## src/design/sccmp_pkg.sv

```systemverilog
package sccmp_pkg;

   // item opcodes
   typedef enum logic [1:0] {
      OP_TICK  = 2'd0,
      OP_READ  = 2'd1,
      OP_WRITE = 2'd2
   } opcode_type;

   localparam int ADDR_W = 17;
   localparam int WORD_W = 32;
   localparam int COUNT_W = 64;

   typedef logic [ADDR_W-1:0]  addr_type;
   typedef logic [WORD_W-1:0]  word_type;
   typedef logic [COUNT_W-1:0] count_type;

   // one accepted item as it sits in the input register
   typedef struct packed {
      logic [1:0] opcode;
      addr_type   address;
      word_type   write_data;
   } item_type;

   // register offsets
   localparam addr_type OFS_STATUS = 17'h00004;
   localparam addr_type OFS_CNT_LO = 17'h00008;
   localparam addr_type OFS_CNT_HI = 17'h0000c;
   localparam addr_type OFS_FREQ0  = 17'h00020;
   localparam addr_type OFS_FREQ1  = 17'h00024;
   localparam addr_type OFS_CMP_LO = 17'h10020;
   localparam addr_type OFS_CMP_HI = 17'h10024;
   localparam addr_type OFS_CTRL   = 17'h1002c;

   // read constants and control bits
   localparam word_type DEFAULT_RATE_HZ = 32'd24000000;
   localparam word_type STATUS_CONST    = 32'h00000100;
   localparam word_type FREQ1_CONST     = 32'h00000200;
   localparam int CTRL_EN_BIT   = 0;
   localparam int CTRL_MASK_BIT = 1;

endpackage

```

## src/design/system_counter_compare_timer.sv

```systemverilog
// an accepted item sits in the input register, then its result is captured
// in the result register; a stalled result holds the item in the input register
// throughput: one item per cycle while rsp_ready is high; the counter increment
// and 64-bit compare sit between the input register and the result register
// reset: synchronous, active high; counter, compare value and control clear to zero,
// frequency register returns to 24000000
module system_counter_compare_timer (
   input  logic        clock,
   input  logic        reset,
   input  logic        req_valid,
   output logic        req_ready,
   input  logic [1:0]  req_opcode,
   input  logic [16:0] req_address,
   input  logic [31:0] req_write_data,
   output logic        rsp_valid,
   input  logic        rsp_ready,
   output logic [31:0] rsp_read_data,
   output logic        rsp_irq_level,
   input  logic        csr_write_enable,
   input  logic [31:0] csr_write_data
);

   sccmp_pkg::word_type tick_rate_ff;
   sccmp_pkg::item_type item;
   logic                item_valid;
   logic                item_ready;

   // reported frequency register
   always_ff @(posedge clock) begin
      if (reset) begin
         tick_rate_ff <= sccmp_pkg::DEFAULT_RATE_HZ;
      end else if (csr_write_enable) begin
         tick_rate_ff <= csr_write_data;
      end
   end

   sccmp_in_stage u_in_stage (
      .clock          (clock),
      .reset          (reset),
      .req_valid      (req_valid),
      .req_ready      (req_ready),
      .req_opcode     (req_opcode),
      .req_address    (req_address),
      .req_write_data (req_write_data),
      .item_valid     (item_valid),
      .item_ready     (item_ready),
      .item           (item)
   );

   sccmp_exec u_exec (
      .clock         (clock),
      .reset         (reset),
      .item_valid    (item_valid),
      .item_ready    (item_ready),
      .item          (item),
      .tick_rate     (tick_rate_ff),
      .rsp_valid     (rsp_valid),
      .rsp_ready     (rsp_ready),
      .rsp_read_data (rsp_read_data),
      .rsp_irq_level (rsp_irq_level)
   );

endmodule

```

## src/design/sccmp_in_stage.sv

```systemverilog
module sccmp_in_stage (
   input  logic               clock,
   input  logic               reset,
   input  logic               req_valid,
   output logic               req_ready,
   input  logic [1:0]         req_opcode,
   input  logic [16:0]        req_address,
   input  logic [31:0]        req_write_data,
   output logic               item_valid,
   input  logic               item_ready,
   output sccmp_pkg::item_type item
);

   logic                valid_ff;
   logic                valid_in;
   sccmp_pkg::item_type item_ff;
   logic                take;
   logic                load;

   // input register empties when the execute stage takes the item
   assign take      = valid_ff && item_ready;
   assign req_ready = !valid_ff || item_ready;
   assign load      = req_valid && req_ready;
   assign valid_in  = load || (valid_ff && !take);

   assign item_valid = valid_ff;
   assign item       = item_ff;

   always_ff @(posedge clock) begin
      if (reset) begin
         valid_ff <= 1'b0;
      end else begin
         valid_ff <= valid_in;
      end
   end

   // payload capture
   always_ff @(posedge clock) begin
      if (load) begin
         item_ff.opcode     <= req_opcode;
         item_ff.address    <= req_address;
         item_ff.write_data <= req_write_data;
      end
   end

endmodule

```

## src/design/sccmp_exec.sv

```systemverilog
module sccmp_exec (
   input  logic                clock,
   input  logic                reset,
   input  logic                item_valid,
   output logic                item_ready,
   input  sccmp_pkg::item_type item,
   input  logic [31:0]         tick_rate,
   output logic                rsp_valid,
   input  logic                rsp_ready,
   output logic [31:0]         rsp_read_data,
   output logic                rsp_irq_level
);

   sccmp_pkg::count_type count_ff, count_in;
   sccmp_pkg::count_type compare_ff, compare_in;
   sccmp_pkg::word_type  control_ff, control_in;
   logic                 rsp_valid_ff, rsp_valid_in;
   sccmp_pkg::word_type  read_data_ff, read_data_in;
   logic                 irq_ff, irq_in;
   logic                 fire;
   logic                 is_read;
   logic                 is_write;

   // result register frees up when the consumer takes the item
   assign item_ready = !rsp_valid_ff || rsp_ready;
   assign fire       = item_valid && item_ready;

   // opcode decode, unused code does nothing
   always_comb begin
      is_read  = 1'b0;
      is_write = 1'b0;
      count_in = count_ff;
      case (sccmp_pkg::opcode_type'(item.opcode))
         sccmp_pkg::OP_TICK:  count_in = count_ff + 64'd1;
         sccmp_pkg::OP_READ:  is_read  = 1'b1;
         sccmp_pkg::OP_WRITE: is_write = 1'b1;
         default:             count_in = count_ff;
      endcase
   end

   // register writes
   always_comb begin
      compare_in = compare_ff;
      control_in = control_ff;
      if (is_write) begin
         case (item.address)
            sccmp_pkg::OFS_CMP_LO: compare_in[31:0]  = item.write_data;
            sccmp_pkg::OFS_CMP_HI: compare_in[63:32] = item.write_data;
            sccmp_pkg::OFS_CTRL:   control_in        = item.write_data;
            default:               control_in        = control_ff;
         endcase
      end
   end

   // register reads
   always_comb begin
      read_data_in = '0;
      if (is_read) begin
         case (item.address)
            sccmp_pkg::OFS_STATUS: read_data_in = sccmp_pkg::STATUS_CONST;
            sccmp_pkg::OFS_FREQ0:
               read_data_in = (tick_rate != '0) ? tick_rate : sccmp_pkg::DEFAULT_RATE_HZ;
            sccmp_pkg::OFS_FREQ1:  read_data_in = sccmp_pkg::FREQ1_CONST;
            sccmp_pkg::OFS_CNT_LO: read_data_in = count_ff[31:0];
            sccmp_pkg::OFS_CNT_HI: read_data_in = count_ff[63:32];
            sccmp_pkg::OFS_CMP_LO: read_data_in = compare_ff[31:0];
            sccmp_pkg::OFS_CMP_HI: read_data_in = compare_ff[63:32];
            sccmp_pkg::OFS_CTRL:   read_data_in = control_ff;
            default:               read_data_in = '0;
         endcase
      end
   end

   // interrupt level from the state after this item
   assign irq_in = control_in[sccmp_pkg::CTRL_EN_BIT] &&
                   !control_in[sccmp_pkg::CTRL_MASK_BIT] &&
                   (compare_in <= count_in);

   assign rsp_valid_in = fire || (rsp_valid_ff && !rsp_ready);

   // state and result control
   always_ff @(posedge clock) begin
      if (reset) begin
         count_ff     <= '0;
         compare_ff   <= '0;
         control_ff   <= '0;
         rsp_valid_ff <= 1'b0;
      end else begin
         rsp_valid_ff <= rsp_valid_in;
         if (fire) begin
            count_ff   <= count_in;
            compare_ff <= compare_in;
            control_ff <= control_in;
         end
      end
   end

   // result payload
   always_ff @(posedge clock) begin
      if (fire) begin
         read_data_ff <= read_data_in;
         irq_ff       <= irq_in;
      end
   end

   assign rsp_valid     = rsp_valid_ff;
   assign rsp_read_data = read_data_ff;
   assign rsp_irq_level = irq_ff;

endmodule
```

## config.mk

```make
export PLATFORM = sky130hd
export DESIGN_NAME = system_counter_compare_timer
export DESIGN_NICKNAME = d
export VERILOG_FILES = /design/src/design/sccmp_pkg.sv /design/src/design/system_counter_compare_timer.sv /design/src/design/sccmp_in_stage.sv /design/src/design/sccmp_exec.sv
export SDC_FILE = /design/constraint.sdc
export NUM_CORES = 1
export LEC_CHECK = 0
export BUFFER_PORTS_ARGS = -buffer_cell sky130_fd_sc_hd__buf_2
export CORE_AREA = 2 2 213 236
export DETAILED_ROUTE_END_ITERATION = 8
export DIE_AREA = 0 0 215 238
export SLEW_MARGIN = 0
export SYNTH_ARGS = -nofsm -noshare
export SYNTH_HDL_FRONTEND = slang
export SYNTH_SLANG_ARGS = --single-unit
export TNS_END_PERCENT = 100
```

## constraint.sdc

```tcl
create_clock -name clock -period 7.2 [get_ports clock]
set_input_delay 1.44 -clock clock [delete_from_list [all_inputs] [get_ports clock]]
set_output_delay 1.44 -clock clock [all_outputs]
set_load 0.1 [all_outputs]
```

==> results of run 1 <==
layout by cell type (no fill, tap or decap), types with 9 or more instances in the layout:
cell type | synthesis | routed
edfxtp_1 | 84 | 84
buf_4 | 0 | 19
nor4_1 | 26 | 26
buf_2 | 9 | 121
a211o_1 | 10 | 10
a21oi_1 | 161 | 161
or3_1 | 19 | 19
clkbuf_16 | 0 | 37
dfxtp_1 | 194 | 194
and4_1 | 9 | 9
nand4_1 | 30 | 30
mux2i_1 | 25 | 25
nand3_1 | 31 | 29
nand2_1 | 289 | 288
a222oi_1 | 51 | 51
o21ai_0 | 33 | 33
nor2_1 | 133 | 131
nor3_1 | 32 | 29
xor2_1 | 33 | 33
ha_1 | 65 | 65
nor2b_1 | 13 | 13
inv_1 | 11 | 10
a41oi_1 | 11 | 11
mux2_2 | 64 | 64
xnor2_1 | 72 | 72
critical path: stages (launching register included):
cell and delay (ps):
edfxtp_1 360, nor4_1 390, nand4_1 370, nor4b_4 340, buf_4 470, nand2_1 190, buf_4 300, mux2_2 340
ha_1 310, nand4_1 170, or4_1 640, nor4_1 480, o311ai_0 240, nand4_1 140, a22oi_1 70
cells in the mapped netlist, types with 2 or more instances:
master / number
nand4bb_1: 2
a221oi_1: 2
nand4b_1: 2
edfxtp_1: 84
nand2b_1: 5
a41oi_1: 11
clkbuf_1: 104
or2_2: 4
nor2b_1: 13
ha_1: 65
o21ai_0: 33
nor4_1: 26
nand4_1: 30
nor4_4: 2
a21o_1: 7
inv_1: 11
xnor2_1: 72
nand2_1: 289
dfxtp_1: 194
mux2_2: 64
and4_1: 9
and3_1: 7
a21boi_0: 2
or4_1: 4
nor3_1: 32
nor4_2: 2
buf_2: 9
a211o_1: 10
buf_1: 3
or3_1: 19
nand3_1: 31
mux2i_1: 25
nand4_2: 2
xor2_1: 33
a21oi_1: 161
nor2_1: 133
o21a_1: 3
a222oi_1: 51
and2_1: 3
o311ai_0: 2
routing by layer:
metal  global-route usage (%)  part of all wire (%)
met3                     2.43                   6.0
met4                     9.24                   4.8
met2                     31.9                    48
met1                     23.7                    41
met5                        0                     0
stage by stage:
| stage | hold slack, ps | instances | setup WS (ps) |
|---|---|---|---|
| after floorplan | 436 | 1588 | 2780 |
| after global placement | 444 | 2263 | 2290 |
| after detailed placement | 446 | 2263 | 2130 |
| after CTS | 454 | 2325 | 2150 |
| after global routing | 475 | 2325 | 1820 |
| final | 457 | 2325 | 2100 |
state kept, by name, indices dropped and copies added, names as in the netlist:
name / flops
u_in_stage.item: 51
u_exec.count_ff: 64
u_exec.compare_ff: 64
tick_rate_ff: 32
u_exec.rsp_irq_level: 1
u_in_stage.item_valid: 1
u_exec.rsp_read_data: 32
u_exec.rsp_valid: 1
u_exec.control_ff: 32
final timing paths:
| check | to | slack, ps | cells after the start |
|---|---|---|---|
| max reg2reg | u_exec.rsp_irq_level | 2100 | 14 |
| min | u_exec.control_ff[4] | 460 | 2 |
| min reg2reg | u_exec.control_ff[4] | 460 | 2 |
| max | u_exec.rsp_irq_level | 2100 | 14 |
power by group through the flow:
stage	registers [mW]	logic, mW	clock network [mW]
floorplan	1.78	0.0648	0
global placement	1.73	0.188	0
detailed placement	1.73	0.189	0
CTS	1.70	0.190	1.93
global route	1.70	0.199	1.99
finish	1.70	0.188	1.89
kinds of logic (layout without fill, tap and decap cells):
group	count (synthesis)	in the layout	share of synthesized area, %
buffers and inverters	129	214	3.49
AND/OR/NAND/NOR	628	628	20.3
AO/OA/AOI/OAI	294	294	13.1
XOR/XNOR	105	105	6.37
flip-flops	278	278	44.4
multiplexers	89	89	6.72
adder cells (fa/ha/maj)	65	65	5.63
final cells by class:
cell class / instances / area, um^2 / share of cell area, %
Tap cell: 652 / 816 / 4.84
Multi-Input combinational cell: 1181 / 7600 / 45.1
Clock inverter: 17 / 245 / 1.45
Inverter: 11 / 41.3 / 0.245
Clock buffer: 45 / 986 / 5.85
Sequential cell: 278 / 6410 / 38.0
Timing Repair Buffer: 141 / 759 / 4.51
==> metrics.yaml, run 1 <==
clock_path_buffers: 3
arrival_ps: 5390
die_w_um: 215
area_delta_synth_final_pct: 16.7
cts_tree: "built"
cts_made_buffers: 34
critical_path_peak_fanout: 33
postRouteAntennaNets: 0
worst_slew_pin_slew_ps: 1090
p_sw_mw: 0.892
gp_congestion: 0.975
grt_overflow: 0
status: "finished, violations left"
first_pass_iters: 9
h-tree-depth: 2
synth_area_per_cell_um2: 9.09
cp-start-kind: "flop"
postPlaceCellArea_mm2: 0.0156
io_buffers: 122
grt_pass1_vias: 12100
die_y_um: 238
intPower_mw: 2.88
p_per_area_mw_per_mm2: 224
swShare_pct: 23.6
ir_drop_v: 0.000131
synth_top_flop_cell: "dfxtp_1"
power_mw: 3.78
drv_cap: 0
synth_seq_cells: 278
synthTopCellsByArea: "dfxtp_1 27%, edfxtp_1 17%, nand2_1 7.5%"
grtUsageTotal_pct: 18.8
ys_types: 67
seq_area_frac_synth_pct: 44.4
rsz0062_at_grt: "no"
grt_pass1_wl_um: 74300
drv_slew: 0
start_util_pct: 29.6
max-slew-margin-rel_pct: 26.6
finalCritPeriodShare_pct: 70.9
num_rows: 85
utilization_pct: 34.6
final_area_mm2: 0.0169
synth-edff-count: 84
cts.sinks: 278
required_ps: 7480
path_clk_slew_ps: 60
dp_hpwl_um: 34300
postSynthCellCount: 1588
hold_path.startpoint: "u_exec.control_ff[4]"
antenna_found_initial: 1
grt_max_degree: 118
r2r_start: "u_in_stage.item[42]"
synth_area_mm2: 0.0144
wl_per_cell_um: 21.3
setup_tns_ps: 0
hold_path.class: "flop to flop"
core-area_mm2: 0.0487
leakage_nw: 5.70
via_count: 12600
critical_path_class: "flop to flop"
ys_warn_count: 0
p_comb_share_pct: 5.0
fin_nets: 1800
fmax_mhz: 196
syn_nets: 1741
synth_top_cell_area_share_pct: 26.9
avgViaCountPerCell: 5.42
violations: "DRC"
layout-drive-gt1-share_pct: 17.3
finalHoldViolations: 0
n_antenna_cell: 0
cts_setup_buffers: 0
cts-resized-gates: 0
io_pins: 123
drc_errors: 6
fill_cells: 5055
pwr-share-seq_pct: 44.9
dieArea_mm2: 0.0512
final.setup_skew_ps: 11.1
postCtsHoldBufs: 0
drtIter0Drc: 1286
period_minus_slack_ps: 5100
wirelength_um: 49600
final-setup-viol-count: 0
clk_latency_ps: 540
clock-root-buffer: "clkbuf_16"
end_kind: "flop"
p_clk_share_pct: 50.1
synth_async_sr_flop_share_pct: 0
synth_largest_area_cell: "dfxtp_1"
cp-startpoint: "u_in_stage.item[42]"
Power figures use the tool's default switching activity.
==> run 2, diff against run 1 <==
==> constraint.sdc (replaced) <==
create_clock -name clock -period 4.34 [get_ports clock]
set_input_delay 0.868 -clock clock [delete_from_list [all_inputs] [get_ports clock]]
set_output_delay 0.868 -clock clock [all_outputs]
set_load 0.1 [all_outputs]
==> run 2 against run 1 <==
The run now ends clean. Clock power rose by 59%. First-iteration DRC count is 6.4% higher. Final cell count grew 3.4%. Clock skew up 3.3 ps. Worst hold slack worse by 2.4 ps. Combinational power up 71%.
==> metrics.yaml, run 2 (same netlist as run 1, synthesis figures left out) <==
status: "finished, final reports clean"  # was finished, violations left
postCtsHoldBufs: 0  # unchanged
drtIter0Drc: 1368  # was 1286
grt_overflow: 0  # unchanged
cts.sinks: 278  # unchanged
dieArea_mm2: 0.0512  # unchanged
start_util_pct: 29.6  # unchanged
multiInputGateArea_mm2: 0.00761  # was 0.00760 mm^2
h-tree-depth: 2  # unchanged
wl_per_cell_um: 21.2  # was 21.3 um
period_minus_slack_ps: 4200  # was 5100 ps
fin_nets: 1878  # was 1800
max-slew-margin-rel_pct: 31.6  # was 26.6%
leakage_nw: 6.10  # was 5.70 nW
cpPeakStageDelay_ps: 660  # was 640 ps
ir_drop_v: 0.000242  # was 0.000131 V
cpMostUsedCell: "nand4_1"  # unchanged
antenna_found_initial: 1  # unchanged
final.setup_skew_ps: 14.3  # was 11.1 ps
cts_made_buffers: 34  # unchanged
layout_common_cells: "289 x nand2_1, 194 x dfxtp_1, 161 x a21oi_1, 130 x nor2_1, 121 x buf_2"  # was 288 x nand2_1, 194 x dfxtp_1, 161 x a21oi_1, 131 x nor2_1, 121 x buf_2
first_pass_iters: 8  # was 9
ff_latch_area_mm2: 0.00641  # unchanged
arrival_ps: 4480  # was 5390 ps
setup_tns_ps: 0  # unchanged
critical_path_peak_fanout: 8  # was 33
cts_tree: "built"  # unchanged
grt_pass1_wl_um: 76500  # was 74300 um
num_rows: 85  # unchanged
path_clk_slew_ps: 60  # about the same
postRouteAntennaNets: 0  # unchanged
dp_worst_setup_slack_ps: -4.57  # was 2130 ps
grtUsageTotal_pct: 19.5  # was 18.8%
grt_max_degree: 85  # was 118
drc_errors: 0  # was 6
grt_pass1_vias: 12500  # was 12.1k
core-area_mm2: 0.0487  # unchanged
wirelength_um: 50900  # was 49600 um
clk_latency_ps: 540  # about the same
finalHoldViolations: 0  # unchanged
area_delta_synth_final_pct: 20.8  # was 16.7%
via_count: 12800  # was 12.6k
dp_hpwl_um: 35700  # was 34300 um
final-setup-viol-count: 0  # unchanged
gp_congestion: 0.942  # was 0.975
worst_slew_pin_slew_ps: 1030  # was 1090 ps
finalCritPeriodShare_pct: 96.7  # was 70.9%
die_w_um: 215  # unchanged
clock-root-buffer: "clkbuf_16"  # unchanged
drv_slew: 0  # unchanged
rsz0062_at_grt: "no"  # unchanged
worstPathCellList: "nand4_1, or4_1, or4_4, nor2_2, nand2_1, xor2_1, ha_1, nand4_1, or4_4, nor4_4, o311ai_0, nand4_1, a22oi_1"  # was nor4_1, nand4_1, nor4b_4, buf_4, nand2_1, buf_4, mux2_2, ha_1, nand4_1, or4_1, nor4_1, o311ai_0, nand4_1, a22oi_1
setup_slack_ps: 143  # was 2100 ps
fmax_mhz: 238  # was 196 MHz
critical_path_class: "flop to flop"  # unchanged
layout-drive-gt1-share_pct: 20.9  # was 17.3%
end_kind: "flop"  # unchanged
hold_path.class: "flop to flop"  # unchanged
io_pins: 123  # unchanged
crit_slowest_cell: "or4_4"  # was or4_1
die_y_um: 238  # unchanged
required_ps: 4620  # was 7480 ps
p_per_area_mw_per_mm2: 352  # was 224 mW/mm^2
drv_cap: 0  # unchanged
n_antenna_cell: 0  # unchanged
layout.cells.most_common: "nand2_1"  # unchanged
avgViaCountPerCell: 5.33  # was 5.42
cp-start-kind: "flop"  # unchanged
fill_cells: 5003  # was 5055
clock_path_buffers: 3  # unchanged
io_buffers: 122  # unchanged
## run 2: cell count changes in the layout (fill, tap and decap cells not counted), moves of 3 or more
cell,previous run,this run
bufinv_16,6,3
clkbuf_1,5,8
clkinv_2,5,8
buf_12,0,4
nor2_2,0,3
buf_4,19,93
## run 2: metal layers
metal | global-route usage [%] | wire length (um)
met4 | 9.61 | 2460
met5 | 0 | 0
met1 | 24.8 | 21100
met2 | 31.9 | 23600
met3 | 3.58 | 3720
## run 2: area by class of cell
| class | instances | area share (%) |
|---|---|---|
| multi-input cells | 1181 | 43.6 |
| flip-flops and latches | 278 | 36.7 |
| repair buffers | 219 | 8.00 |
| clock buffers | 51 | 6.02 |
| well taps | 652 | 4.68 |
| clock inverters | 11 | 0.746 |
| inverters | 11 | 0.237 |
## run 2: power breakdown
part / leakage, nW / total [mW] / switching (mW) / internal (mW)
logic: 3.15 / 0.321 / 0.237 / 0.0840
clock network: 0.587 / 3.01 / 1.16 / 1.85
registers: 2.36 / 2.81 / 0.0663 / 2.74
total: 6.10 / 6.14 / 1.46 / 4.68
## run 2: what timing repair did
action / 4_1_cts / 5_1_grt
gates cloned: 0 / 0
setup endpoints to repair: 1 / 1
resized for setup: 1 / 3
pin swaps: 0 / 2
buffers inserted: 0 / 1
## run 2: critical path: cells and delay by family (launching register included)
family | cells | cell delay [ps]
DFF | 1 | 440
xor gates and xnor gates | 1 | 140
adders and majority gates | 1 | 300
AOI/OAI and AO/OA | 2 | 260
and+or+nand+nor | 9 | 2790
## run 2: per-stage QoR
stage	instance area (um^2)	power (mW)	instances	hold WS, ps	util (%)
global placement	16200	3.18	2340	441	33.3
finish	17400	6.14	2403	455	35.8
CTS	17400	6.21	2402	456	35.8
global route	17400	6.33	2403	472	35.8
floorplan	14400	3.05	1588	436	-
detailed placement	16200	3.19	2340	448	33.3
## run 2: path summary, 6_finish.rpt
| path | startpoint | to | slack (ps) | depth (start not counted) |
|---|---|---|---|---|
| max | u_exec.count_ff[12] | u_exec.rsp_irq_level | 140 | 13 |
| min | u_exec.control_ff[10] | u_exec.control_ff[10] | 450 | 2 |
| max reg2reg | u_exec.count_ff[12] | u_exec.rsp_irq_level | 140 | 13 |
| min reg2reg | u_exec.control_ff[10] | u_exec.control_ff[10] | 450 | 2 |
